$ cat src/sv/pwm_pkg.sv
`timescale 1ns / 1ps

package pwm_pkg;

	localparam int COORD_BITS      = 11;
	localparam int FRAC_BITS       = 8;
	localparam int OUT_BITS        = 21;
	localparam int NTERMS          = 15;
	localparam int COEF_BITS       = 32;
	localparam int COEF_BASE_SHIFT = 8;
	localparam int COEF_DEG_SHIFT  = 11;
	localparam int MAX_DEG         = 4;
	localparam int PADDR_BITS      = 3;

	// widest rounded term over all degrees
	localparam int TERM_BITS = COEF_BITS + FRAC_BITS - COEF_BASE_SHIFT
		+ ((COORD_BITS > COEF_DEG_SHIFT) ? MAX_DEG * (COORD_BITS - COEF_DEG_SHIFT) : 0);
	localparam int ACC_BITS  = TERM_BITS + 5;
	localparam int PROD_BITS = COEF_BITS + MAX_DEG * COORD_BITS;

	typedef logic signed [COEF_BITS-1:0] coef_t;
	typedef logic [2:0] pow_t;

	typedef struct packed {
		logic       coefficient_set;
		logic [3:0] term_count;
	} cfg_t;

	// [set][axis][term]
	localparam coef_t COEF [2][2][NTERMS] = '{
		'{
			'{12629, 164130, -140946, 749360, 2832579, 432070,
			  2684736, -3917228, -7356653, 1368324,
			  -7480960, 3194210, -4755807, 3623312, -2277817},
			'{10232, -150407, 323823, 1383303, 509616, 1519836,
			  -4739895, 1937464, -59992, -6267238,
			  1358187, -7545965, 1268675, -136413, 6742339}
		},
		'{
			'{13274, 226417, -123044, 781404, 1902302, 517075,
			  385382, -5110247, -3390216, 2423596,
			  -520667, -1333086, 3599844, -1175596, -8800107},
			'{3235, -116968, 432722, 1318369, 338182, 464792,
			  -3796805, 837607, 89436, 1450512,
			  -1177600, -194732, -3206111, -13842, -16748590}
		}
	};

	localparam pow_t X_POW [NTERMS] = '{0, 1, 0, 1, 2, 0, 2, 1, 3, 0, 3, 2, 1, 4, 0};
	localparam pow_t Y_POW [NTERMS] = '{0, 0, 1, 1, 0, 2, 1, 2, 0, 3, 1, 2, 3, 0, 4};

	localparam int RND_BITS = PROD_BITS + FRAC_BITS + 1;

	// |c| * mono * 2^FRAC / 2^(8 + 11 d), round half up
	function automatic logic [TERM_BITS-1:0] round_term(
		input logic [PROD_BITS-1:0] p,
		input pow_t                 deg
	);
		logic [RND_BITS-1:0] w;
		int unsigned         s;
		s = COEF_BASE_SHIFT + COEF_DEG_SHIFT * int'(deg);
		w = RND_BITS'(p) << FRAC_BITS;
		w = w + (RND_BITS'(1) << (s - 1));
		w = w >> s;
		return w[TERM_BITS-1:0];
	endfunction

endpackage

$ cat src/sv/pwm_cfg.sv
`timescale 1ns / 1ps

module pwm_cfg (
	input  logic                             clk,
	input  logic                             arst_n,
	input  logic                             psel,
	input  logic                             penable,
	input  logic                             pwrite,
	input  logic [pwm_pkg::PADDR_BITS-1:0]   paddr,
	input  logic [31:0]                      pwdata,
	output logic [31:0]                      prdata,
	output logic                             pready,
	output pwm_pkg::cfg_t                    cfg
);

	localparam logic REG_COEF_SET   = 1'b0;
	localparam logic REG_TERM_COUNT = 1'b1;

	logic       coef_set_q;
	logic [3:0] term_count_q;
	logic       wr_en;

	assign pready = 1'b1;
	assign wr_en  = psel && penable && pwrite;

	always_ff @(posedge clk or negedge arst_n) begin
		if (!arst_n) begin
			coef_set_q   <= 1'b0;
			term_count_q <= 4'd15;
		end else if (wr_en) begin
			case (paddr[2])
				REG_COEF_SET:   coef_set_q   <= pwdata[0];
				REG_TERM_COUNT: term_count_q <= pwdata[3:0];
				default: ;
			endcase
		end
	end

	always_comb begin
		case (paddr[2])
			REG_COEF_SET:   prdata = {31'd0, coef_set_q};
			REG_TERM_COUNT: prdata = {28'd0, term_count_q};
			default:        prdata = '0;
		endcase
	end

	assign cfg.coefficient_set = coef_set_q;
	assign cfg.term_count      = term_count_q;

endmodule

$ cat config.mk
export PLATFORM = sky130hd
export DESIGN_NAME = pwm_cfg
export DESIGN_NICKNAME = d
export VERILOG_FILES = /design/src/sv/pwm_pkg.sv /design/src/sv/pwm_cfg.sv
export SDC_FILE = /design/constraint.sdc
export NUM_CORES = 1
export LEC_CHECK = 0
export BUFFER_PORTS_ARGS = -buffer_cell sky130_fd_sc_hd__buf_2
export CAP_MARGIN = 30
export CORE_MARGIN = 2
export CORE_UTILIZATION = 29
export DETAILED_ROUTE_END_ITERATION = 8
export HOLD_SLACK_MARGIN = 0.05
export PLACE_DENSITY = 0.83
export SETUP_SLACK_MARGIN = 0.15
export SYNTH_ARGS = -nofsm -noshare
export SYNTH_HDL_FRONTEND = slang
export SYNTH_SLANG_ARGS = --single-unit
$ cat constraint.sdc
create_clock -name clk -period 1.74 [get_ports clk]
set_input_delay 0.348 -clock clk [delete_from_list [all_inputs] [get_ports clk]]
set_output_delay 0.348 -clock clk [all_outputs]
set_load 0.05 [all_outputs]
==> results.txt <==
Finish-stage setup viols -> 0
Die area -> 1974 um2
Routed length per instance -> 7.619 um
P per Cell Area -> 1402 nW/um2
Top-Level Pins -> 78
Vias -> 291
Number of flops mapped to enable cells by yosys -> 0
Vias/cell -> 3.464
Layout area overhead -> 4.749%
Setup TNS Final -> 0 ns
Critical Path RT -> 1.39 ns
Area of placed instances -> 460.4 um2
Critical path arrival -> 1.16 ns
RSZ-0062 raised after global routing -> no
Synthesized flop and latch total -> 5
Final wirelength -> 640 um
Clock sink count -> 5
Post-route design area -> 496.7 um2
Hold Vio Cnt, Final -> 0
Seq/Total Area, Yosys -> 27.44%
Top cells by count, synth -> buf_4, mux2_2, dfstp_2, and2_2, conb_1
Layout cells sized above 1 -> 51.47%
Clock latency on the worst-skew pair -> 0.25 ns
Synth warnings -> 0
Initial DRT Pass Iterations -> 2
TritonCTS buffer count -> 3
CTS Root Cell -> clkbuf_4
Critical path class -> reg2out
H-tree levels -> 1
Initial Utilization -> 31.12%
Max_cap viols -> 0
Leakage -> 0.2853 nW
TritonCTS clock tree -> done
Fin nets -> 109
Slowest CP cell -> dfstp_2
Synth top area share -> 47.49%
First-pass GRT wire length -> 834 um
Cell Chain, Critical Path -> mux2_2, buf_2
Diodes inserted -> 0
Post-DRT Antenna Nets -> 0
Layout Skew -> 0 ns
Initial antenna violation count -> 0
Maximum clock frequency -> 0.6616 GHz
Startpoint Class -> flip-flop
Synth area leader -> buf_4
Post-synthesis cell count -> 48
Post-Syn Area -> 474.2 um2
Synth async-reset ratio -> 100.0%
Most numerous cell in the Yosys netlist -> buf_4
DRT iter0 DRCs -> 1
Horiz. Die Dim -> 44.44 um
Deepest clock path buffer count -> 2
Die Ht -> 44.44 um
Status -> finished clean
Reg clk slew, reported paths -> 0.04 ns
Synth top area cells -> buf_4, dfstp_2, mux2_2
Period Utilization, post-route -> 86.87%
Hold WC Path Type -> in2reg
IO Port Bufs -> 18
Number of cells on the critical path -> 2
Crit path max fanout -> 3
DRC violations left -> 0
Min Tclk post-route -> 1.511 ns
Rows -> 14
GR Util All Layers -> 6.599%
Peak VDD IR -> 0.5875 mV
Final slew viol count -> 0
Post-CTS Resized -> 0
WHS Path Cells -> 2
Crit end category -> output port
Main synth FF type -> dfstp_2
Detailed placement HPWL -> 558.2 um
Crit-path max cell delay -> 0.53 ns
GPL Wtd Cong -> 0.6779
Largest net degree at the start of global routing -> 7
Synth unique cells -> 8
Delay-heaviest family, CP -> flip-flops
Core Box Area -> 1524 um2
# fillers -> 156
Vias in the first global route -> 215
Post-Syn Area per Cell -> 9.879 um2
Gr ovfl total -> 0
R2R depth -> 1
Crit path buf inv count -> 1
## state kept, by name (all words and copies together), names as in the netlist
| register | flops |
|---|---|
| coef_set_q | 1 |
| term_count_q | 4 |
## worst paths after layout
kind / end / start / slack, ns
max in group asynchronous: term_count_q[1] / arst_n / 1.09
max reg2reg: coef_set_q / coef_set_q / 0.97
min: term_count_q[3] / pwdata[3] / 0.33
max: prdata[0] / term_count_q[0] / 0.23
min reg2reg: coef_set_q / coef_set_q / 0.55
min in group asynchronous: coef_set_q / arst_n / 0.43
## layout make-up
type | count | area (um2) | area share [%]
clock buffers | 4 | 26.28 | 5.290
multi-input cells | 40 | 220.2 | 44.33
flip-flops and latches | 5 | 130.1 | 26.20
well taps | 16 | 20.02 | 4.030
repair buffers | 19 | 100.1 | 20.15
## placed cells by master, fill, tap and decap left out
cell and instances:
nand4b_1 1, nand4_2 1, conb_1 29, buf_2 18
mux2_2 6, dlygate4sd3_1 1, clkbuf_1 1, dfstp_2 4
and2_2 3, clkbuf_4 3, dfrtp_1 1
## metrics by stage
stage | instances | total power [mW] | setup WS, ns | utilization, % | hold slack (ns)
6_report | 84 | 0.6964 | 0.2285 | 32.59 | 0.3334
3_5_place_dp | 79 | 0.5577 | 0.3720 | 30.21 | 0.1653
4_1_cts | 84 | 0.7032 | 0.2175 | 32.59 | 0.3248
2_1_floorplan | 75 | 0.5598 | 0.3391 | - | 0.05241
3_3_place_gp | 79 | 0.5544 | 0.3851 | 30.21 | 0.1634
5_1_grt | 84 | 0.7255 | 0.1886 | 32.59 | 0.3378
## layer usage
layer / GRT usage (%) / wire length (um)
met5: 0 / 0
met3: 1.633 / 109
met1: 5.793 / 184
met4: 10.91 / 33
met2: 9.706 / 312
## timing repair
action,in CTS,in global routing
hold endpoints to repair,1,0
buffers inserted,0,0
hold buffers,1,0
## kinds of logic after synthesis
| logic type | after synthesis | share of synthesized area [%] |
|---|---|---|
| DFF | 5 | 27.44 |
| muxes | 6 | 14.25 |
| buffers and inverters | 30 | 47.49 |
| and+or+nand+nor | 5 | 9.234 |
| other | 2 | 1.584 |
## power by group
part	internal, mW	switching [mW]	total (mW)
combinational	0.0670	0.317	0.384
sequential	0.158	0.0171	0.175
clock	0.0869	0.0512	0.138
total	0.312	0.385	0.696
Note: power is estimated with default switching activity, not from simulation.
