$ cat config.mk
export PLATFORM = sky130hd
export DESIGN_NAME = pwm_sum
export DESIGN_NICKNAME = d
export VERILOG_FILES = /design/src/sv/pwm_pkg.sv /design/src/sv/pwm_sum.sv
export SDC_FILE = /design/constraint.sdc
export NUM_CORES = 1
export LEC_CHECK = 0
export ABC_AREA = 1
export BUFFER_PORTS_ARGS = -buffer_cell sky130_fd_sc_hd__buf_2
export CAP_MARGIN = 20
export CORE_ASPECT_RATIO = 0.6
export CORE_MARGIN = 2
export CORE_UTILIZATION = 57
export CTS_BUF_LIST = sky130_fd_sc_hd__clkbuf_8
export CTS_CLUSTER_DIAMETER = 80
export DETAILED_ROUTE_END_ITERATION = 10
export PLACE_DENSITY = 0.8
export SLEW_MARGIN = 20
export SYNTH_ARGS = -nofsm -noshare
export SYNTH_HDL_FRONTEND = slang
export SYNTH_SLANG_ARGS = --single-unit
$ cat constraint.sdc
create_clock -name clk -period 6.5 [get_ports clk]
set_input_delay 1.3 -clock clk [delete_from_list [all_inputs] [get_ports clk]]
set_output_delay 1.3 -clock clk [all_outputs]
set_load 0.01 [all_outputs]
$ cat src/sv/pwm_pkg.sv
`timescale 1ns / 1ps

package pwm_pkg;

	localparam int COORD_BITS      = 11;
	localparam int FRAC_BITS       = 8;
	localparam int OUT_BITS        = 21;
	localparam int NTERMS          = 15;
	localparam int COEF_BITS       = 32;
	localparam int COEF_BASE_SHIFT = 8;
	localparam int COEF_DEG_SHIFT  = 11;
	localparam int MAX_DEG         = 4;
	localparam int PADDR_BITS      = 3;

	// widest rounded term over all degrees
	localparam int TERM_BITS = COEF_BITS + FRAC_BITS - COEF_BASE_SHIFT
		+ ((COORD_BITS > COEF_DEG_SHIFT) ? MAX_DEG * (COORD_BITS - COEF_DEG_SHIFT) : 0);
	localparam int ACC_BITS  = TERM_BITS + 5;
	localparam int PROD_BITS = COEF_BITS + MAX_DEG * COORD_BITS;

	typedef logic signed [COEF_BITS-1:0] coef_t;
	typedef logic [2:0] pow_t;

	typedef struct packed {
		logic       coefficient_set;
		logic [3:0] term_count;
	} cfg_t;

	// [set][axis][term]
	localparam coef_t COEF [2][2][NTERMS] = '{
		'{
			'{12629, 164130, -140946, 749360, 2832579, 432070,
			  2684736, -3917228, -7356653, 1368324,
			  -7480960, 3194210, -4755807, 3623312, -2277817},
			'{10232, -150407, 323823, 1383303, 509616, 1519836,
			  -4739895, 1937464, -59992, -6267238,
			  1358187, -7545965, 1268675, -136413, 6742339}
		},
		'{
			'{13274, 226417, -123044, 781404, 1902302, 517075,
			  385382, -5110247, -3390216, 2423596,
			  -520667, -1333086, 3599844, -1175596, -8800107},
			'{3235, -116968, 432722, 1318369, 338182, 464792,
			  -3796805, 837607, 89436, 1450512,
			  -1177600, -194732, -3206111, -13842, -16748590}
		}
	};

	localparam pow_t X_POW [NTERMS] = '{0, 1, 0, 1, 2, 0, 2, 1, 3, 0, 3, 2, 1, 4, 0};
	localparam pow_t Y_POW [NTERMS] = '{0, 0, 1, 1, 0, 2, 1, 2, 0, 3, 1, 2, 3, 0, 4};

	localparam int RND_BITS = PROD_BITS + FRAC_BITS + 1;

	// |c| * mono * 2^FRAC / 2^(8 + 11 d), round half up
	function automatic logic [TERM_BITS-1:0] round_term(
		input logic [PROD_BITS-1:0] p,
		input pow_t                 deg
	);
		logic [RND_BITS-1:0] w;
		int unsigned         s;
		s = COEF_BASE_SHIFT + COEF_DEG_SHIFT * int'(deg);
		w = RND_BITS'(p) << FRAC_BITS;
		w = w + (RND_BITS'(1) << (s - 1));
		w = w >> s;
		return w[TERM_BITS-1:0];
	endfunction

endpackage

$ cat src/sv/pwm_sum.sv
`timescale 1ns / 1ps

module pwm_sum (
	input  logic                                   clk,
	input  logic                                   en,
	input  logic signed [pwm_pkg::ACC_BITS-1:0]    terms [pwm_pkg::NTERMS],
	output logic signed [pwm_pkg::OUT_BITS-1:0]    sat
);

	localparam int AW      = pwm_pkg::ACC_BITS;
	localparam int OW      = pwm_pkg::OUT_BITS;
	localparam int GROUP   = 4;
	localparam int NGROUPS = (pwm_pkg::NTERMS + GROUP - 1) / GROUP;

	localparam logic signed [AW-1:0] LO_LIM = -(AW'(1) <<< (OW - 1));
	localparam logic signed [AW-1:0] HI_LIM = (AW'(1) <<< (OW - 1)) - AW'(1);

	logic signed [AW-1:0] gsum [NGROUPS];
	logic signed [AW-1:0] g_s7 [NGROUPS];
	logic signed [AW-1:0] total;
	logic signed [AW-1:0] total_s8;

	always_comb begin
		for (int g = 0; g < NGROUPS; g++) begin
			gsum[g] = '0;
			for (int i = 0; i < GROUP; i++) begin
				if (g * GROUP + i < pwm_pkg::NTERMS)
					gsum[g] = gsum[g] + terms[g * GROUP + i];
			end
		end
	end

	always_comb begin
		total = '0;
		for (int g = 0; g < NGROUPS; g++)
			total = total + g_s7[g];
	end

	always_ff @(posedge clk) begin
		if (en) begin
			g_s7     <= gsum;
			total_s8 <= total;
		end
	end

	always_comb begin
		if (total_s8 < LO_LIM)
			sat = LO_LIM[OW-1:0];
		else if (total_s8 > HI_LIM)
			sat = HI_LIM[OW-1:0];
		else
			sat = total_s8[OW-1:0];
	end

endmodule

==> results of run 1 <==
## metal layers
metal / vias to the layer above / track usage, % / part of all wire (%)
met3: 88 / 10.2 / 12
met1: 11800 / 51.0 / 46
li1: 12600 / - / -
met2: 1168 / 48.6 / 41
met5: - / 1.92 / 0.15
met4: 2 / 6.83 / 1.9
## cells in the mapped netlist (2+ instances only)
| master | n |
|---|---|
| sky130_fd_sc_hd__xor2_1 | 90 |
| sky130_fd_sc_hd__nand3_2 | 25 |
| sky130_fd_sc_hd__buf_2 | 2 |
| sky130_fd_sc_hd__nand4_1 | 23 |
| sky130_fd_sc_hd__a31oi_1 | 5 |
| sky130_fd_sc_hd__a21oi_1 | 191 |
| sky130_fd_sc_hd__o21ai_0 | 90 |
| sky130_fd_sc_hd__xnor2_1 | 23 |
| sky130_fd_sc_hd__inv_1 | 1260 |
| sky130_fd_sc_hd__nand3_1 | 112 |
| sky130_fd_sc_hd__o21bai_1 | 20 |
| sky130_fd_sc_hd__nand2_1 | 985 |
| sky130_fd_sc_hd__and2_1 | 5 |
| sky130_fd_sc_hd__nor2_2 | 5 |
| sky130_fd_sc_hd__nor2_1 | 273 |
| sky130_fd_sc_hd__nand2_2 | 30 |
| sky130_fd_sc_hd__edfxtp_1 | 185 |
| sky130_fd_sc_hd__nor3_1 | 52 |
| sky130_fd_sc_hd__ha_1 | 179 |
| sky130_fd_sc_hd__fa_1 | 325 |
| sky130_fd_sc_hd__clkbuf_1 | 3 |
## cells by family (layout without fill, tap and decap cells)
logic type	after synthesis	after routing	synth area share [%]
AO/OA/AOI/OAI	306	306	5.71
buffers and inverters	1265	1871	17.1
other	0	10	0
AND/OR/NAND/NOR	1511	1511	22.3
XOR/XNOR	113	113	3.56
adder cells (fa/ha/maj)	504	504	31.4
flip-flops	185	185	20.0
## per-stage QoR
| step | setup slack (ns) | cell area, um^2 | instances | hold WS [ns] |
|---|---|---|---|---|
| floorplan | 2.56 | 27800 | 3884 | 0.526 |
| global placement | 2.15 | 31500 | 5097 | 0.554 |
| detailed placement | 2.07 | 31500 | 5097 | 0.553 |
| CTS | 2.65 | 31900 | 5129 | 0.581 |
| global route | 2.46 | 32000 | 5136 | 0.614 |
| finish | 2.54 | 32000 | 5140 | 0.572 |
## worst max-delay path by stage
stage          startpoint             endpoint
2_1_floorplan  terms[408]  g_s7[142]$_DFFE_PP_
3_3_place_gp   terms[260]   g_s7[99]$_DFFE_PP_
3_5_place_dp   terms[260]  g_s7[103]$_DFFE_PP_
4_1_cts        terms[260]  g_s7[103]$_DFFE_PP_
5_1_grt        terms[260]  g_s7[103]$_DFFE_PP_
6_report       terms[260]  g_s7[103]$_DFFE_PP_
## cell type report
type                    count  area share (%)
repair buffers            579            9.14
inverters                1260            14.8
flip-flops and latches    185            17.4
clock inverters            15           0.560
diodes                     10          0.0783
well taps                 640            2.51
clock buffers              17           0.732
multi-input cells        2434            54.8
## critical path: stages
cell	delay, ns
sky130_fd_sc_hd__buf_2	0.11
sky130_fd_sc_hd__fa_1	0.54
sky130_fd_sc_hd__fa_1	0.43
sky130_fd_sc_hd__ha_1	0.34
sky130_fd_sc_hd__fa_1	0.57
sky130_fd_sc_hd__nand3_1	0.16
sky130_fd_sc_hd__nand3_2	0.13
sky130_fd_sc_hd__nand2_1	0.09
sky130_fd_sc_hd__nand2_1	0.11
sky130_fd_sc_hd__nand2_1	0.09
sky130_fd_sc_hd__nand2_1	0.08
sky130_fd_sc_hd__nand2_1	0.10
sky130_fd_sc_hd__nand2_1	0.06
sky130_fd_sc_hd__nand2_1	0.06
sky130_fd_sc_hd__nand2_1	0.07
## flip-flops by register name, indices dropped and copies added (netlist names)
name,cells
total_s8,37
g_s7,148
## report_power, final
group          switching [W]  leakage (nW)  internal [W]
Combinational         0.0100          17.1       0.00487
Sequential          0.000265          1.81       0.00250
Clock               0.000482         0.210      0.000357
Total                 0.0107          19.1       0.00774
==> summary.txt, run 1 <==
Outcome -> finished clean
Beginning of the worst hold path -> g_s7[111]$_DFFE_PP_
Area grow syn2layout -> 14.9%
VDD IR max -> 0.000499 V
Cell area after synthesis -> 27800 um^2
Die boundary height -> 175 um
Type of element capturing the critical path -> flop
Most frequent cells in the layout -> 1260 x sky130_fd_sc_hd__inv_1, 985 x sky130_fd_sc_hd__nand2_1, 576 x sky130_fd_sc_hd__buf_2
Final min period -> 3.96 ns
Aggregate negative setup slack -> 0 ns
Number of fill cells -> 4291
Mean Syn Cell Area -> 7.16 um^2
WS Path Type -> input pin to flop
TritonCTS clock tree -> built
Worst Reg2Reg Path Length in Cells -> 14
Tightest slew margin relative to the limit -> 43.2%
RR Endpoint -> total_s8[33]$_DFFE_PP_
Syn nets -> 4945
Clock slew at reported path FFs -> 0.11 ns
Number of resized instances in the post-cts repair step -> 0
Transition time at the pin with the least slew margin -> 0.849 ns
Setup-violating endpoint count in the final report -> 0
Worst Hold Depth -> 1
Width of the die -> 289 um
Postcts setup bufs -> 0
Root buffer selected by CTS -> sky130_fd_sc_hd__clkbuf_8
Sum of net half-perimeters after detailed placement -> 76.6 mm
Via count of the first global-routing pass -> 24.4k
Worst-skew pair later-pin latency -> 0.55 ns
Worst setup skew after layout -> 0.0181 ns
Number of nets with antenna violations after routing -> 0
Register bit count reported by yosys -> 185
Register area -> 5560 um^2
Number of antenna violations at the first check in global routing -> 12
Total clock buffers created by CTS -> 17
Largest area contributor in the netlist -> sky130_fd_sc_hd__fa_1
Pleak -> 19.1 nW
Commonest non-fill, non-tap cell in the layout -> sky130_fd_sc_hd__inv_1
H-tree depth -> 4
Register area share after synthesis -> 20.0%
Clock Path Buffers -> 2
Top cells by area, synth -> sky130_fd_sc_hd__fa_1 23%, sky130_fd_sc_hd__edfxtp_1 20%, sky130_fd_sc_hd__inv_1 17%
Overflow after GRT -> 0
Part of the cycle the worst path needs -> 60.9%
Total power divided by cell area -> 578 nW/um^2
Class of the most critical hold timing path -> flop to flop
Via total after detailed routing -> 25.7k
Pre-Repair DR Iteration Count -> 6
Detailed Route Iter0 Violations -> 2336
Hold-fix buffers, CTS -> 0
DR WL/cell -> 16.6 um
First-pass GRT wire length -> 131 mm
End point of the most critical hold path -> total_s8[0]$_DFFE_PP_
R2r startpoint -> g_s7[1]$_DFFE_PP_
Number of buffers inserted by port buffering -> 577
Number of warnings printed during yosys synthesis -> 0
Initial Utilization -> 57.9%
Core region area -> 48000 um^2
Core Util, Final -> 66.6%
Detailed-route vias per instance -> 5.00
Critical path arrival -> 4.25 ns
Setup repair after global routing missed its margin -> no
Die area -> 50700 um^2
CTS Sinks -> 185
I/O pin cnt -> 578
Total Routing Usage GR -> 34.1%
Residual DRC count -> 0
Row cnt -> 62
Number of slew-limit violations in the final report -> 0
Kind of launch point of the worst setup path -> input pin
Register-to-register path setup slack -> 3.09 ns
Count of cell types in the netlist -> 22
Worst path required time -> 6.79 ns
Post-synth EDFFs -> 185
Final hold viol count -> 0
Fraction of layout instances using a drive strength above 1 -> 14.9%
Predominant post-synthesis flop cell -> sky130_fd_sc_hd__edfxtp_1
Cell count after synthesis -> 3884
Detailed-route wire length -> 85.2 mm
Top cell type's share of synthesized area -> 23.4%
Largest driver fanout on the critical path -> 4
Share of synthesized registers carrying an async set or reset -> 0%
Number of max-cap violations -> 0
Multi-input gate area in the final layout -> 17500 um^2
F_max -> 0.253 GHz
Final weighted congestion in routability-driven placement -> 1.03
Number of nets in the finished design -> 5538
Total Power -> 0.0185 W
Pin count of the biggest net entering global routing -> 102
Note: power is estimated with default switching activity, not from simulation.
==> inputs of run 2 (changes only) <==
clock period = 4.1 ns   (was 6.5 ns; I/O delays follow)
==> summary.txt, run 2 (synthesis results as in run 1) <==
RR Endpoint -> total_s8[33]$_DFFE_PP_
Final weighted congestion in routability-driven placement -> 1.03 (about the same)
Setup-violating endpoint count in the final report -> 0 (unchanged)
Number of buffers inserted by port buffering -> 577 (unchanged)
Pin count of the biggest net entering global routing -> 76 (-25%)
Die boundary height -> 175 um (unchanged)
R2r startpoint -> g_s7[6]$_DFFE_PP_
Worst-skew pair later-pin latency -> 0.52 ns (-0.03 ns)
Detailed route wirelength on metal2 -> 33.6 mm (-3.0%)
Number of resized instances in the post-cts repair step -> 0 (unchanged)
Area grow syn2layout -> 14.9% (about the same)
Hold-fix buffers, CTS -> 0 (unchanged)
M1 WL -> 37.5 mm (-3.7%)
Commonest non-fill, non-tap cell in the layout -> sky130_fd_sc_hd__inv_1
Setup repair after global routing missed its margin -> no
Largest register FFs -> 148 (unchanged)
Delay contributed by the slowest stage of the critical path -> 0.54 ns (-0.03 ns)
Pleak -> 19.1 nW (about the same)
Number of nets with antenna violations after routing -> 0 (unchanged)
Total Power -> 0.0291 W (+58%)
Crit path capture -> total_s8[33]$_DFFE_PP_
Class of the most critical hold timing path -> input pin to flop
Kind of launch point of the worst setup path -> flop
TritonCTS clock tree -> built
F_max -> 0.292 GHz
Number of antenna violations at the first check in global routing -> 13 (+1)
Total Routing Usage GR -> 33.2% (-0.88 points)
Transition time at the pin with the least slew margin -> 1.06 ns (+0.207 ns)
Sum of net half-perimeters after detailed placement -> 74.6 mm (-2.6%)
H-tree depth -> 4 (unchanged)
Launch point of the worst path -> g_s7[6]$_DFFE_PP_
Leading registers by flop count -> g_s7 x148, total_s8 x37
Largest driver fanout on the critical path -> 4 (unchanged)
Total clock buffers created by CTS -> 17 (unchanged)
Most flops, register -> g_s7
CTS Sinks -> 185 (unchanged)
Critical-path top delay cell -> sky130_fd_sc_hd__edfxtp_1
Final hold viol count -> 0 (unchanged)
Row cnt -> 62 (unchanged)
Worst hold slack -> 0.603 ns (+0.0315 ns)
Via count of the first global-routing pass -> 24.4k (-0.021%)
Root buffer selected by CTS -> sky130_fd_sc_hd__clkbuf_8
Pre-Repair DR Iteration Count -> 6 (unchanged)
Number of max-cap violations -> 0 (unchanged)
I/O pin cnt -> 578 (unchanged)
Fraction of layout instances using a drive strength above 1 -> 14.9% (about the same)
Aggregate negative setup slack -> 0 ns (unchanged)
Total cell area at the placement stage -> 31600 um^2 (+0.13%)
Postcts setup bufs -> 0 (unchanged)
Detailed-route vias per instance -> 4.98 (-0.38%)
VDD IR max -> 0.000838 V (+68%)
Total power divided by cell area -> 911 nW/um^2 (+58%)
Most frequent cells in the layout -> 1260 x sky130_fd_sc_hd__inv_1, 985 x sky130_fd_sc_hd__nand2_1, 576 x sky130_fd_sc_hd__buf_2
Largest delay contributor family on the critical path -> adder cells
Worst Reg2Reg Path Length in Cells -> 15 (+1)
Width of the die -> 289 um (unchanged)
Residual DRC count -> 0 (unchanged)
Clock Path Buffers -> 2 (unchanged)
Topmost layer with routed signal wires -> met5
Part of the cycle the worst path needs -> 83.4%
Critical path arrival -> 3.67 ns (-0.58 ns)
Number of nets in the finished design -> 5541 (+0.054%)
Worst setup skew after layout -> 0.0231 ns (+0.00496 ns)
Outcome -> finished clean
Top cell by count, worst path -> sky130_fd_sc_hd__nand2_1
Final instance area -> 32000 um^2 (about the same)
Final min period -> 3.42 ns
CP bufs+invs -> 2 (+1)
WS Path Type -> flop to flop
Via total after detailed routing -> 25.6k (-0.40%)
Overflow after GRT -> 0 (unchanged)
Sequence of cells on the critical path -> inv_1 -> fa_1 -> fa_1 -> inv_1 -> ha_1 -> a21oi_1 -> nor2_1 -> nor2_1 -> nand2_1 -> nand2_1 -> nand2_2 -> nand2_1 -> nand2_1 -> nand2_1 -> nand2_1
DR WL/cell -> 16.1 um (-3.1%)
First-pass GRT wire length -> 128 mm (-2.1%)
Die area -> 50700 um^2 (unchanged)
Number of slew-limit violations in the final report -> 0 (unchanged)
Worst path required time -> 4.35 ns (-2.44 ns)
Detailed-route wire length -> 82.6 mm (-3.1%)
Clock slew at reported path FFs -> 0.09 ns (-0.02 ns)
Logic depth of the worst path, buffers included -> 15 (unchanged)
Initial Utilization -> 57.9% (unchanged)
Tightest slew margin relative to the limit -> 29.3% (-14 points)
Met3 routed WL -> 9.98 mm (+1.6%)
Type of element capturing the critical path -> flop
Detailed Route Iter0 Violations -> 2305 (-1.3%)
Core region area -> 48000 um^2 (unchanged)
Register-to-register path setup slack -> 0.68 ns (-2.41 ns)
[run 2: changes by cell type in the layout (fill, tap and decap cells not counted)]
cell                         previous run  this run
sky130_fd_sc_hd__diode_2               10         6
sky130_fd_sc_hd__inv_8                  4         0
sky130_fd_sc_hd__clkinv_1               0         3
sky130_fd_sc_hd__buf_4                  1         3
sky130_fd_sc_hd__inv_6                  5         3
sky130_fd_sc_hd__buf_12                 1         2
sky130_fd_sc_hd__bufinv_16              2         3
sky130_fd_sc_hd__clkinv_4               2         3
sky130_fd_sc_hd__clkinvlp_4             1         2
[run 2: worst min path at each step]
stage / slack, ns / endpoint / cells past startpoint / from
detailed placement: 0.61 / total_s8[0]$_DFFE_PP_ / 1 / g_s7[111]$_DFFE_PP_
CTS: 0.58 / g_s7[37]$_DFFE_PP_ / 2 / terms[222]
global placement: 0.56 / total_s8[0]$_DFFE_PP_ / 1 / g_s7[111]$_DFFE_PP_
floorplan: 0.53 / total_s8[0]$_DFFE_PP_ / 1 / g_s7[111]$_DFFE_PP_
finish: 0.60 / g_s7[37]$_DFFE_PP_ / 2 / terms[222]
global route: 0.57 / g_s7[111]$_DFFE_PP_ / 2 / terms[518]
[run 2: cell type report]
class	count	area [um^2]
Timing Repair Buffer	582	2960
Sequential cell	185	5560
Tap cell	640	801
Clock inverter	15	174
Clock buffer	17	234
Inverter	1260	4730
Multi-Input combinational cell	2434	17500
Fill cell	4374	16000
Antenna cell	6	15.0
[run 2: power by group]
group | internal (W) | switching (W) | total [W] | leakage (nW)
clock network | 0.000602 | 0.000714 | 0.00132 | 0.200
logic | 0.00772 | 0.0157 | 0.0235 | 17.1
registers | 0.00397 | 0.000391 | 0.00436 | 1.81
[run 2: per-layer routing]
| layer | up-vias | GRT usage, % |
|---|---|---|
| met3 | 84 | 10.3 |
| met4 | 2 | 6.16 |
| li1 | 12600 | - |
| met2 | 1145 | 48.0 |
| met1 | 11800 | 49.2 |
| met5 | - | 0 |
[run 2: worst register-to-register path, stage by stage (launching register included)]
cell	delay [ns]
sky130_fd_sc_hd__edfxtp_1	0.54
sky130_fd_sc_hd__inv_1	0.11
sky130_fd_sc_hd__fa_1	0.50
sky130_fd_sc_hd__fa_1	0.49
sky130_fd_sc_hd__inv_1	0.04
sky130_fd_sc_hd__ha_1	0.34
sky130_fd_sc_hd__a21oi_1	0.26
sky130_fd_sc_hd__nor2_1	0.07
sky130_fd_sc_hd__nor2_1	0.15
sky130_fd_sc_hd__nand2_1	0.13
sky130_fd_sc_hd__nand2_1	0.10
sky130_fd_sc_hd__nand2_2	0.09
sky130_fd_sc_hd__nand2_1	0.12
sky130_fd_sc_hd__nand2_1	0.07
sky130_fd_sc_hd__nand2_1	0.06
sky130_fd_sc_hd__nand2_1	0.10
[run 2: through the flow]
stage | util, % | std cells | worst slack [ns]
6_report | 66.6 | 5139 | 0.680
5_1_grt | 66.6 | 5137 | 0.507
4_1_cts | 66.6 | 5133 | 0.696
3_5_place_dp | 65.7 | 5101 | 0.230
3_3_place_gp | 65.7 | 5101 | 0.262
2_1_floorplan | - | 3884 | 0.640
